===== config.mk =====
export PLATFORM = sky130hd
export DESIGN_NAME = beam_steering_phase_unit
export DESIGN_NICKNAME = d
export VERILOG_FILES = /design/src/hdl/bsp_pkg.sv /design/src/hdl/bsp_sine.sv /design/src/hdl/bsp_divider.sv /design/src/hdl/beam_steering_phase_unit.sv
export SDC_FILE = /design/constraint.sdc
export NUM_CORES = 2
export LEC_CHECK = 0
export ABC_CLOCK_PERIOD_IN_PS = 23900
export BUFFER_PORTS_ARGS = -buffer_cell sky130_fd_sc_hd__buf_2
export CORE_MARGIN = 10
export CORE_UTILIZATION = 60
export DETAILED_ROUTE_END_ITERATION = 7
export GPL_TIMING_DRIVEN = 0
export PLACE_DENSITY = 0.76
export SYNTH_ARGS = -nofsm -noshare
export SYNTH_HDL_FRONTEND = slang
export SYNTH_SLANG_ARGS = --single-unit

===== constraint.sdc =====
create_clock -name clk -period 23.9 [get_ports clk]
set_input_delay 2.39 -clock clk [delete_from_list [all_inputs] [get_ports clk]]
set_output_delay 2.39 -clock clk [all_outputs]
set_load 0.03 [all_outputs]

===== src/hdl/bsp_pkg.sv =====
// ----------------------------------------------------------------------------
// bsp_pkg
// Shared widths, constants and types of the beam steering phase unit.
// ----------------------------------------------------------------------------
package bsp_pkg;

  localparam int POS_W   = 20;
  localparam int OFF_W   = 16;
  localparam int ANG_W   = 15;
  localparam int PHASE_W = 16;
  localparam int PWM_W   = 11;

  // Sine in Q30 with headroom for the CORDIC gain overshoot.
  localparam int SIN_W  = 33;
  localparam int Z_W    = 28;
  localparam int ATAN_W = 25;
  localparam int ITERS  = 16;
  localparam int IDX_W  = 4;
  localparam logic signed [SIN_W-1:0] CORDIC_X0 = 33'sd652032874;

  // Product of position and sine, and the biased (non-negative) dividend.
  localparam int PROD_W = 53;
  localparam int MP_W   = 52;
  localparam int HI_W   = 32;
  localparam int Q_W    = 25;
  localparam int REM_W  = 29;
  localparam int DIV_W  = 28;
  localparam int RECIP_SH = 39;

  // Wavelength of 8575 um, folded together with the drop from Q30 to 16 bits.
  localparam logic [63:0] DIVISOR = 64'd8575 << (30 - PHASE_W);
  // A whole multiple of the divisor that lifts every product above zero.
  localparam logic [63:0] BIAS_Q  = ((64'd1 << 50) + DIVISOR - 64'd1) / DIVISOR;
  localparam logic [63:0] BIAS    = BIAS_Q * DIVISOR;
  localparam logic [63:0] RECIP   = (64'd1 << (RECIP_SH + MP_W - HI_W)) / DIVISOR;

  typedef struct packed {
    logic [OFF_W-1:0] offset;
    logic             last;
  } bsp_side_t;

  function automatic logic [ATAN_W-1:0] atan_step(input logic [IDX_W-1:0] i);
    logic [ATAN_W-1:0] v;
    case (i)
      4'd0:    v = 25'd18432000;
      4'd1:    v = 25'd10881045;
      4'd2:    v = 25'd5749245;
      4'd3:    v = 25'd2918407;
      4'd4:    v = 25'd1464867;
      4'd5:    v = 25'd733147;
      4'd6:    v = 25'd366663;
      4'd7:    v = 25'd183343;
      4'd8:    v = 25'd91673;
      4'd9:    v = 25'd45837;
      4'd10:   v = 25'd22918;
      4'd11:   v = 25'd11459;
      4'd12:   v = 25'd5730;
      4'd13:   v = 25'd2865;
      4'd14:   v = 25'd1432;
      default: v = 25'd716;
    endcase
    return v;
  endfunction

endpackage


===== src/hdl/bsp_sine.sv =====
// ----------------------------------------------------------------------------
// bsp_sine
// Steering angle register and an iterative CORDIC that derives its sine.
// ----------------------------------------------------------------------------
module bsp_sine (
  input  logic                                clk,
  input  logic                                rst,
  input  logic                                wr_en,
  input  logic [bsp_pkg::ANG_W-1:0]           wr_data,
  output logic                                busy,
  output logic signed [bsp_pkg::SIN_W-1:0]    sine
);
  import bsp_pkg::*;

  logic signed [ANG_W-1:0] angle;
  logic                    load;
  logic [IDX_W-1:0]        idx;
  logic signed [SIN_W-1:0] x, y;
  logic signed [Z_W-1:0]   z;
  logic signed [ANG_W:0]   folded;
  logic signed [SIN_W-1:0] xs, ys;
  logic signed [Z_W-1:0]   at;

  // Angles past ninety degrees are reflected, which keeps the sine.
  always_comb begin
    if (angle > 15'sd9000) begin
      folded = 16'sd18000 - (ANG_W+1)'(angle);
    end else if (angle < -15'sd9000) begin
      folded = -16'sd18000 - (ANG_W+1)'(angle);
    end else begin
      folded = (ANG_W+1)'(angle);
    end
  end

  assign xs = x >>> idx;
  assign ys = y >>> idx;
  assign at = $signed(Z_W'(atan_step(idx)));

  always_ff @(posedge clk) begin
    if (rst) begin
      angle <= '0;
      load  <= 1'b1;
      busy  <= 1'b1;
      idx   <= '0;
    end else if (wr_en) begin
      angle <= $signed(wr_data);
      load  <= 1'b1;
      busy  <= 1'b1;
    end else if (load) begin
      load <= 1'b0;
      idx  <= '0;
    end else if (busy) begin
      if (idx == IDX_W'(ITERS - 1)) begin
        busy <= 1'b0;
      end else begin
        idx <= idx + 1'b1;
      end
    end
  end

  always_ff @(posedge clk) begin
    if (load) begin
      x <= CORDIC_X0;
      y <= '0;
      z <= Z_W'(folded) <<< 12;
    end else if (busy) begin
      if (z >= 0) begin
        x <= x - ys;
        y <= y + xs;
        z <= z - at;
      end else begin
        x <= x + ys;
        y <= y - xs;
        z <= z + at;
      end
    end
  end

  assign sine = y;

endmodule


===== src/hdl/bsp_divider.sv =====
// ----------------------------------------------------------------------------
// bsp_divider
// Pipelined floor division of the product by the wavelength divisor.
// ----------------------------------------------------------------------------
module bsp_divider (
  input  logic                               clk,
  input  logic                               rst,
  input  logic                               en,
  input  logic                               in_valid,
  input  logic signed [bsp_pkg::PROD_W-1:0]  prod,
  input  bsp_pkg::bsp_side_t                 in_side,
  output logic                               out_valid,
  output logic [bsp_pkg::PHASE_W-1:0]        turns,
  output bsp_pkg::bsp_side_t                 out_side
);
  import bsp_pkg::*;

  logic [4:0]              valid;
  bsp_side_t               side [5];
  logic [MP_W-1:0]         mp1, mp2, mp3;
  logic [63:0]             p1;
  logic [Q_W-1:0]          q3, q4;
  logic [Q_W+DIV_W-1:0]    p3;
  logic [REM_W-1:0]        r4;
  logic [PHASE_W-1:0]      t5;
  logic signed [PROD_W-1:0] biased;
  logic [MP_W-1:0]         diff;
  logic [Q_W-1:0]          qfix;

  assign biased = prod + $signed(BIAS[PROD_W-1:0]);
  assign diff   = mp3 - p3[MP_W-1:0];
  // The reciprocal estimate is low by at most one.
  assign qfix   = q4 + Q_W'(r4 >= DIVISOR[REM_W-1:0]);

  always_ff @(posedge clk) begin
    if (rst) begin
      valid <= '0;
    end else if (en) begin
      valid <= {valid[3:0], in_valid};
    end
  end

  always_ff @(posedge clk) begin
    if (en) begin
      side[0] <= in_side;
      for (int i = 1; i < 5; i++) begin
        side[i] <= side[i-1];
      end
      mp1 <= biased[MP_W-1:0];
      mp2 <= mp1;
      p1  <= 64'(mp1[MP_W-1 -: HI_W]) * 64'(RECIP[HI_W-1:0]);
      mp3 <= mp2;
      q3  <= p1[RECIP_SH +: Q_W];
      p3  <= (Q_W+DIV_W)'(p1[RECIP_SH +: Q_W]) * (Q_W+DIV_W)'(DIVISOR[DIV_W-1:0]);
      q4  <= q3;
      r4  <= diff[REM_W-1:0];
      t5  <= qfix[PHASE_W-1:0] - BIAS_Q[PHASE_W-1:0];
    end
  end

  assign out_valid = valid[4];
  assign turns     = t5;
  assign out_side  = side[4];

endmodule


===== src/hdl/beam_steering_phase_unit.sv =====
// ----------------------------------------------------------------------------
// beam_steering_phase_unit
// Drive phase of linear phased array elements, one request per unstalled cycle.
// ----------------------------------------------------------------------------
// Results pass the product, divider and output registers to the master side.
// Throughput: one request per cycle unless stalled; seven-stage datapath.
// After reset and after each steering angle write the CORDIC sine unit runs
// its iterations, during which s_axis_tready is low.
// Reset clears the steering angle to zero and empties the pipeline.
// ----------------------------------------------------------------------------
module beam_steering_phase_unit (
  input  logic                        clk,
  input  logic                        rst,
  // Steering angle write, hundredths of a degree, signed.
  input  logic                        cfg_wr_en,
  input  logic [bsp_pkg::ANG_W-1:0]   cfg_wr_data,
  // Request: [19:0] position, [35:20] phase_offset, [39:36] zero.
  input  logic                        s_axis_tvalid,
  output logic                        s_axis_tready,
  input  logic [39:0]                 s_axis_tdata,
  input  logic                        s_axis_tlast,
  // Result: [15:0] phase_word, [26:16] pwm_width, [31:27] zero.
  output logic                        m_axis_tvalid,
  input  logic                        m_axis_tready,
  output logic [31:0]                 m_axis_tdata,
  output logic                        m_axis_tlast
);
  import bsp_pkg::*;

  logic                     busy;
  logic signed [SIN_W-1:0]  sine;
  logic                     en;
  logic                     take;
  logic                     v1;
  logic signed [PROD_W-1:0] prod;
  bsp_side_t                side1, side_d;
  logic                     valid_d;
  logic [PHASE_W-1:0]       turns;
  logic [PHASE_W-1:0]       phase;
  logic                     last_out;

  // The sine only changes with the angle register, so one CORDIC run per
  // write serves every element that follows.
  bsp_sine u_sine (
    .clk     (clk),
    .rst     (rst),
    .wr_en   (cfg_wr_en),
    .wr_data (cfg_wr_data),
    .busy    (busy),
    .sine    (sine)
  );

  // The whole pipeline advances together whenever the output register is
  // empty or being drained, so a stall holds every stage in place.
  assign en            = !m_axis_tvalid || m_axis_tready;
  assign s_axis_tready = en && !busy;
  assign take          = s_axis_tvalid && s_axis_tready;

  // Stage one: position times sine, a Q30 product in micrometres.
  always_ff @(posedge clk) begin
    if (rst) begin
      v1 <= 1'b0;
    end else if (en) begin
      v1 <= take;
    end
  end

  always_ff @(posedge clk) begin
    if (en) begin
      prod         <= PROD_W'($signed(s_axis_tdata[POS_W-1:0])) * PROD_W'(sine);
      side1.offset <= s_axis_tdata[POS_W +: OFF_W];
      side1.last   <= s_axis_tlast;
    end
  end

  // Stages two to six: floor of the product over the wavelength, giving the
  // phase in turns with sixteen fraction bits.
  bsp_divider u_divider (
    .clk       (clk),
    .rst       (rst),
    .en        (en),
    .in_valid  (v1),
    .prod      (prod),
    .in_side   (side1),
    .out_valid (valid_d),
    .turns     (turns),
    .out_side  (side_d)
  );

  // Stage seven: add the element offset; the sum wraps modulo one turn.
  always_ff @(posedge clk) begin
    if (rst) begin
      m_axis_tvalid <= 1'b0;
    end else if (en) begin
      m_axis_tvalid <= valid_d;
    end
  end

  always_ff @(posedge clk) begin
    if (en) begin
      phase    <= turns + side_d.offset;
      last_out <= side_d.last;
    end
  end

  assign m_axis_tdata = {5'd0, phase[PHASE_W-1 -: PWM_W], phase};
  assign m_axis_tlast = last_out;

endmodule


-- After elaboration in Yosys (flattened, before gate mapping)
Memories as Yosys holds them, arrays and structs flattened. A register that Yosys moved wholly into a read port is not among the register bits.
Index checks and enable logic that the tools add are counted.
W data, S select, Z words.
- add/sub/neg operators: 14
- $mul: 3
- $lt $le $gt $ge: 4
- equal/unequal tests: 2
- shift operators: 2
- mux-type cells: 17
- bitwise gates (word level): 1
- reductions and logical operators: 8
- operators by type and width (kind ; number):
    $mux W28 ; 3
    $add A33 B33 Y33 ; 2
    $mux W33 ; 2
    $sshr A33 B4 Y33 ; 2
    $sub A33 B33 Y33 ; 2
    $mul A32 B32 Y64 const B ; 1
    $add A52 B52 Y52 const B ; 1
    $mul A20 B33 Y52 ; 1
    $mux W16 ; 2
    $sub A16 B15 Y16 const A ; 2
    $ge A29 B28 Y1 const B ; 1
    $sub A29 B29 Y29 ; 1
    $add A28 B26 Y28 ; 1
    $ge A28 B1 Y1 const B ; 1
    $sub A28 B26 Y28 ; 1
    $mul A25 B14 Y15 const B ; 1
    $mux W4 ; 5
    $add A16 B1 Y16 ; 1
    $add A16 B16 Y16 ; 1
    $sub A16 B15 Y16 const B ; 1
    $gt A15 B15 Y1 const B ; 1
    $lt A15 B15 Y1 const B ; 1
    $mux W1 ; 5
    $add A4 B1 Y4 const B ; 1
    other kinds (9) ; 11
- flip-flop bits (word level): 474
- memory bits (writable): 85
- bits in read-only memories: 400
- input port bits: 61
- output and inout port bits: 35
- word-level logic and storage cells: 78
- memories: 2
- memory list (memory ; words ; width ; read ports ; clocked after memory_dff ; write ports ; RTL line ; source):
    (no name shown) ; 16 ; 25 ; 1 ; 1 ; 0 ; bsp_pkg.sv:44 ; case (i)
    u_divider.side ; 5 ; 17 ; 5 ; 0 ; 5 ; bsp_divider.sv:19 ; bsp_side_t side [5];

-- Longest topological paths before layout
- word-level depth: 6
- mapped depth: 30
- gate-level depth less buffers: 27

-- By module
A second synthesis with hierarchy kept.
- cell total of the unflattened synthesis: 6978
- area, all modules: 69111.3 um2
- by module, submodules not included (module ; times used ; cells an instance ; area each (um2) ; sequential area each (um2)):
    beam_steering_phase_unit ; 1 ; 2786 ; 26648.1 ; 2652.5
    bsp_divider ; 1 ; 2250 ; 26401.6 ; 7487.2
    bsp_sine ; 1 ; 1942 ; 16061.7 ; 2962.8

-- Worst setup path before layout
No wires, ideal clock.
- kind: input to register
- start point: input m_axis_tready
- end point: register v1
- setup time: 0.065 ns
- data arrival time: 10.988 ns
- required time: 23.835 ns
- path slack: 12.847 ns
- cell stages on the path: 6
- path buffers: 1
- cell sequence: nor2b_1 > clkbuf_1 > inv_1 > and3_1 > a21oi_1 > nor2_1
- cells in the longest elaborated chain, start to end: 3
- ends and longest elaborated chain (element ; RTL line ; source):
    start, declared ; beam_steering_phase_unit.sv:24 ; input logic m_axis_tready,
    $logic_or A1 B1 Y1 (*) ; beam_steering_phase_unit.sv:55 ; assign en = !m_axis_tvalid || m_axis_tready;
    $logic_and A1 B1 Y1 ; beam_steering_phase_unit.sv:56 ; assign s_axis_tready = en && !busy;
    $logic_and A1 B1 Y1 ; beam_steering_phase_unit.sv:57 ; assign take = s_axis_tvalid && s_axis_tready;
    end signal, assigned ; beam_steering_phase_unit.sv:64 ; v1 <= take;
    end, declared ; beam_steering_phase_unit.sv:34 ; logic v1;
Every way passes the cells marked *; elsewhere a longest branch is shown, timed or not.
A chain may end at the register's enable or synchronous reset.

-- Worst setup path after layout
- start point: input s_axis_tdata[19]
- end point: register prod[51], data pin
- cells in the longest elaborated chain, start to end: 1
- ends and longest elaborated chain (element ; RTL line ; source):
    start, declared ; beam_steering_phase_unit.sv:20 ; input logic [39:0] s_axis_tdata,
    $mul A20 B33 Y52 ; beam_steering_phase_unit.sv:70 ; prod <= PROD_W'($signed(s_axis_tdata[POS_W-1:0])) * PROD_W'(sine);
    end signal, assigned ; beam_steering_phase_unit.sv:70 ;
    end, declared ; beam_steering_phase_unit.sv:35 ; logic signed [PROD_W-1:0] prod;
Every way passes these cells.

==> results.txt <==
* Number of global-route vias before repair: about 53000
* Origin of the critical flop-to-flop path: u_sine.idx[2]$_SDFFE_PP0P_
- Prevailing post-synth register cell: sky130_fd_sc_hd__edfxtp_1
- The clock reaches the later pin of the worst-skew pair after roughly 0.69 ns.
- Wire length reported by the detailed router: 195 mm
* Detailed placement HPWL: approximately 160 mm
* Io pins: between 90 and 100
- Global routing finished with a remaining overflow of 0.
- Area after DPL: between 70000 and 80000 um2
- Headroom to the max-slew limit: between 10% and 20%
- Standard cell with the maximum stage delay on the critical path: sky130_fd_sc_hd__fa_1
* Post-cts gate resize count: 0
* Final min period: 10.24 ns
- The worst setup path is of the in2reg kind.
* Worst Setup Slack post-DPL: approximately 13 ns
- RSZ-0062 raised after global routing: no
- The number of hold buffers added after CTS was 0.
- Derived from the worst setup path, the maximum achievable clock frequency is 97.6 MHz.
- Final count of hold timing violations: 0
- After synthesis, the largest family of logic cells by area is adder cells.
* Number of cell rows: between 100 and 150
* Area of the core: 116000 um2
- Entering global routing, the biggest net connects 134 pins.
- Simple-gate share of the synthesized area: a little over a tenth
- Clock-pin slew was measured on the worst setup and hold paths at around 0.060 ns.
- TritonCTS built the clock tree.
* Endpoint class of the critical path: flip-flop
- Number of antenna violations at the first check in global routing: 7
- CTS root buf: sky130_fd_sc_hd__clkbuf_16
- Dividing the detail-routed via count by the number of cells gives 5.81.
- The path class of the tightest hold or removal check is reg2reg.
- The max-slew violation count came to 0.
- Between clock sinks in the finished design, the worst skew comes to 0.0482 ns.
- Crit path from: s_axis_tdata[19]
- Post-synth ARST share: 0%
* Synthesized netlist cell count: 6980
- Detailed routing inserted a total of roughly 51000 vias.
* Actual transition at the worst max-transition pin: around 1.3 ns
- STA classifies the critical path startpoint as an input port.
- The number of cells on the worst reg-to-reg path is 29.
* Most frequent cells in the layout: sky130_fd_sc_hd__inv_1, sky130_fd_sc_hd__fa_1, sky130_fd_sc_hd__ha_1, sky130_fd_sc_hd__nand2_1, sky130_fd_sc_hd__edfxtp_1
- Arithmetic-cell share of the synthesized area counting full adders, half adders and majority gates: 41.9%
- Number of setup violations in the final report: 0
- Layout cell share with drive strength beyond 1: 5.30%
* Remaining antenna violation count: 0
- Area fraction in compound gates after synthesis: 7.97%
- After synthesis the cells add up to 69900 um2.
* Maxcap violations: 0
- Sequential cells were found to cover 21.1% of the synthesized design area.
* Effective utilization at floorplan: 60.4%
* Crit path required time: 24.35 ns
- Post-CTS timing repair inserted 0 buffers for setup.
* Setup tns final: 0 ns
* Remaining design rule violation count: 0
- With fillers left out, the area of the finished cells amounts to 74400 um2.
- Number of buffers on the longest clock path: 3
* # port buffers: 84
- CTS built an H-tree with a depth of 2.
- Leaving out fill and tap cells, the most frequent cell in the layout is sky130_fd_sc_hd__inv_1.
* Status: finished, final reports clean
- The largest single stage delay on the critical path is roughly 0.55 ns.
* Count of flip-flops with a built-in enable after synthesis: between 400 and 500
- Along the worst path, the maximum fanout reaches 10.
- Xor and xnor area share after synthesis: 4.27%
* Number of unique standard cell types used by synthesis: 94
* Starting DRC count in detailed routing: ~4600
- TritonCTS Sinks: 535
- NumNets Final: 8898
* Crit path DAT: 10.70 ns
- Floorplan die area: 131000 um2
* Signed area change from the synthesized netlist to the final layout: 6.38%
- Post-detailed-route wirelength per cell: ~22 um
* Critical R2R Capture: u_sine.x[32]$_SDFFE_PP0P_
- The first global-routing pass estimated 304 mm of wire.
- The first TritonRoute pass finished after 6 iterations.
- Measured along the x axis, the die boundary spans 361 um.
- In the synthesized netlist, mux cells make up 4.05% of the area.
- Placer congestion estimate: 1.02
- Counting stages on the worst path, the most repeated cell is sky130_fd_sc_hd__fa_1.
* Capture point of the worst path: prod[51]$_DFFE_PN_
- The floorplan step set the die height to 361 um.
- Number of buffers created by CTS: 56
* Register-to-register setup slack: 14.23 ns
- Fraction of the cycle the final worst path needs: a little over two fifths
- A synthesized cell averages 10.0 um2.
* Total track usage: 30.2%
- Synth warn: 0
* Number of storage elements in the synthesis netlist: 535
- In the post-route analysis, the smallest setup slack over all paths is approximately 14 ns.
kinds of logic after synthesis:
| logic type | after synthesis |
|---|---|
| AO/OA/AOI/OAI | 854 |
| XOR/XNOR | 341 |
| adder cells (fa/ha/maj) | 1707 |
| buffers and inverters | 1784 |
| flip-flops | 535 |
| multiplexers | 198 |
| other | 1 |
| AND/OR/NAND/NOR | 1560 |
routing by layer:
metal	share of wire (%)	wire, um	global-route usage (%)
met2	46	90100	48.7
met1	41	79400	40.3
met5	0.020	40	0
met3	8.9	17300	5.78
met4	4.3	8450	11.5
critical path: cells and delay by family:
family          cells  cell delay [ns]
compound gates      6             1.74
fa+ha+maj           8             3.94
buf+inv             6             1.70
simple gates        5             0.90
cell usage after synthesis (55+ instances only):
| cell | instances | area, um2 |
|---|---|---|
| sky130_fd_sc_hd__a21oi_1 | 216 | 1080 |
| sky130_fd_sc_hd__nand2_1 | 555 | 2080 |
| sky130_fd_sc_hd__xnor2_1 | 213 | 1870 |
| sky130_fd_sc_hd__a21o_1 | 76 | 571 |
| sky130_fd_sc_hd__fa_1 | 1063 | 21300 |
| sky130_fd_sc_hd__dfxtp_1 | 131 | 2620 |
| sky130_fd_sc_hd__ha_1 | 644 | 8060 |
| sky130_fd_sc_hd__and2_1 | 353 | 2210 |
| sky130_fd_sc_hd__xor2_1 | 128 | 1120 |
| sky130_fd_sc_hd__mux2i_1 | 95 | 951 |
| sky130_fd_sc_hd__edfxtp_1 | 404 | 12100 |
| sky130_fd_sc_hd__o21ai_0 | 194 | 971 |
| sky130_fd_sc_hd__inv_1 | 1518 | 5700 |
| sky130_fd_sc_hd__nand3_1 | 55 | 275 |
| sky130_fd_sc_hd__mux4_2 | 64 | 1440 |
| sky130_fd_sc_hd__clkbuf_1 | 203 | 762 |
| sky130_fd_sc_hd__nor2_1 | 286 | 1070 |
cell type report:
| cell class | count | area, um2 |
|---|---|---|
| multi-input combinational | 4665 | 48400 |
| fill | 9177 | 41500 |
| sequential | 535 | 14800 |
| inverter | 1522 | 5720 |
| tap | 1524 | 1910 |
| clock buffer | 66 | 1480 |
| buffer | 262 | 1110 |
| clock inverter | 38 | 526 |
| timing repair buffer | 88 | 508 |
| antenna | 5 | 12.5 |
worst min path at each step:
stage / start / to / cells past startpoint
after floorplan: u_divider.side[0][68]$_DFFE_PN_ / m_axis_tlast$_DFFE_PN_ / 0
after global placement: u_divider.mp2[23]$_DFFE_PN_ / u_divider.mp3[23]$_DFFE_PN_ / 0
after detailed placement: prod[6]$_DFFE_PN_ / u_divider.mp1[6]$_DFFE_PN_ / 0
after CTS: u_divider.mp3[2]$_DFFE_PN_ / u_divider.r4[2]$_DFFE_PN_ / 0
after global routing: u_divider.side[0][12]$_DFFE_PN_ / u_divider.side[0][29]$_DFFE_PN_ / 0
final: u_divider.mp3[1]$_DFFE_PN_ / u_divider.r4[1]$_DFFE_PN_ / 0
through the flow:
| stage | cells | utilization (%) | hold slack, ns |
|---|---|---|---|
| 3_5_place_dp | 8596 | 62.5 | 0.405 |
| 3_3_place_gp | 8592 | 62.4 | 0.401 |
| 5_1_grt | 8700 | 64.2 | 0.402 |
| 6_report | 8705 | 64.2 | 0.377 |
| 4_1_cts | 8700 | 64.2 | 0.382 |
| 2_1_floorplan | 6984 | - | 0.400 |
flip-flops by register name, summed over array words and instances, names as in the netlist, 4 cells and up:
| signal | count |
|---|---|
| phase | 16 |
| u_divider.valid | 5 |
| u_divider.mp2 | 28 |
| u_sine.z | 28 |
| u_sine.idx | 4 |
| u_divider.r4 | 29 |
| u_divider.mp1 | 52 |
| u_divider.q3 | 16 |
| u_sine.sine | 33 |
| u_divider.turns | 16 |
| u_sine.angle | 15 |
| u_divider.side | 85 |
| side1 | 17 |
| prod | 52 |
| u_divider.p1 | 17 |
| u_sine.at | 25 |
| u_divider.q4 | 16 |
| u_divider.mp3 | 29 |
| u_divider.p3 | 14 |
| u_sine.x | 33 |
Power is not shown: default switching activity piles up to over one toggle a cycle in this logic, so the estimate is an artifact.
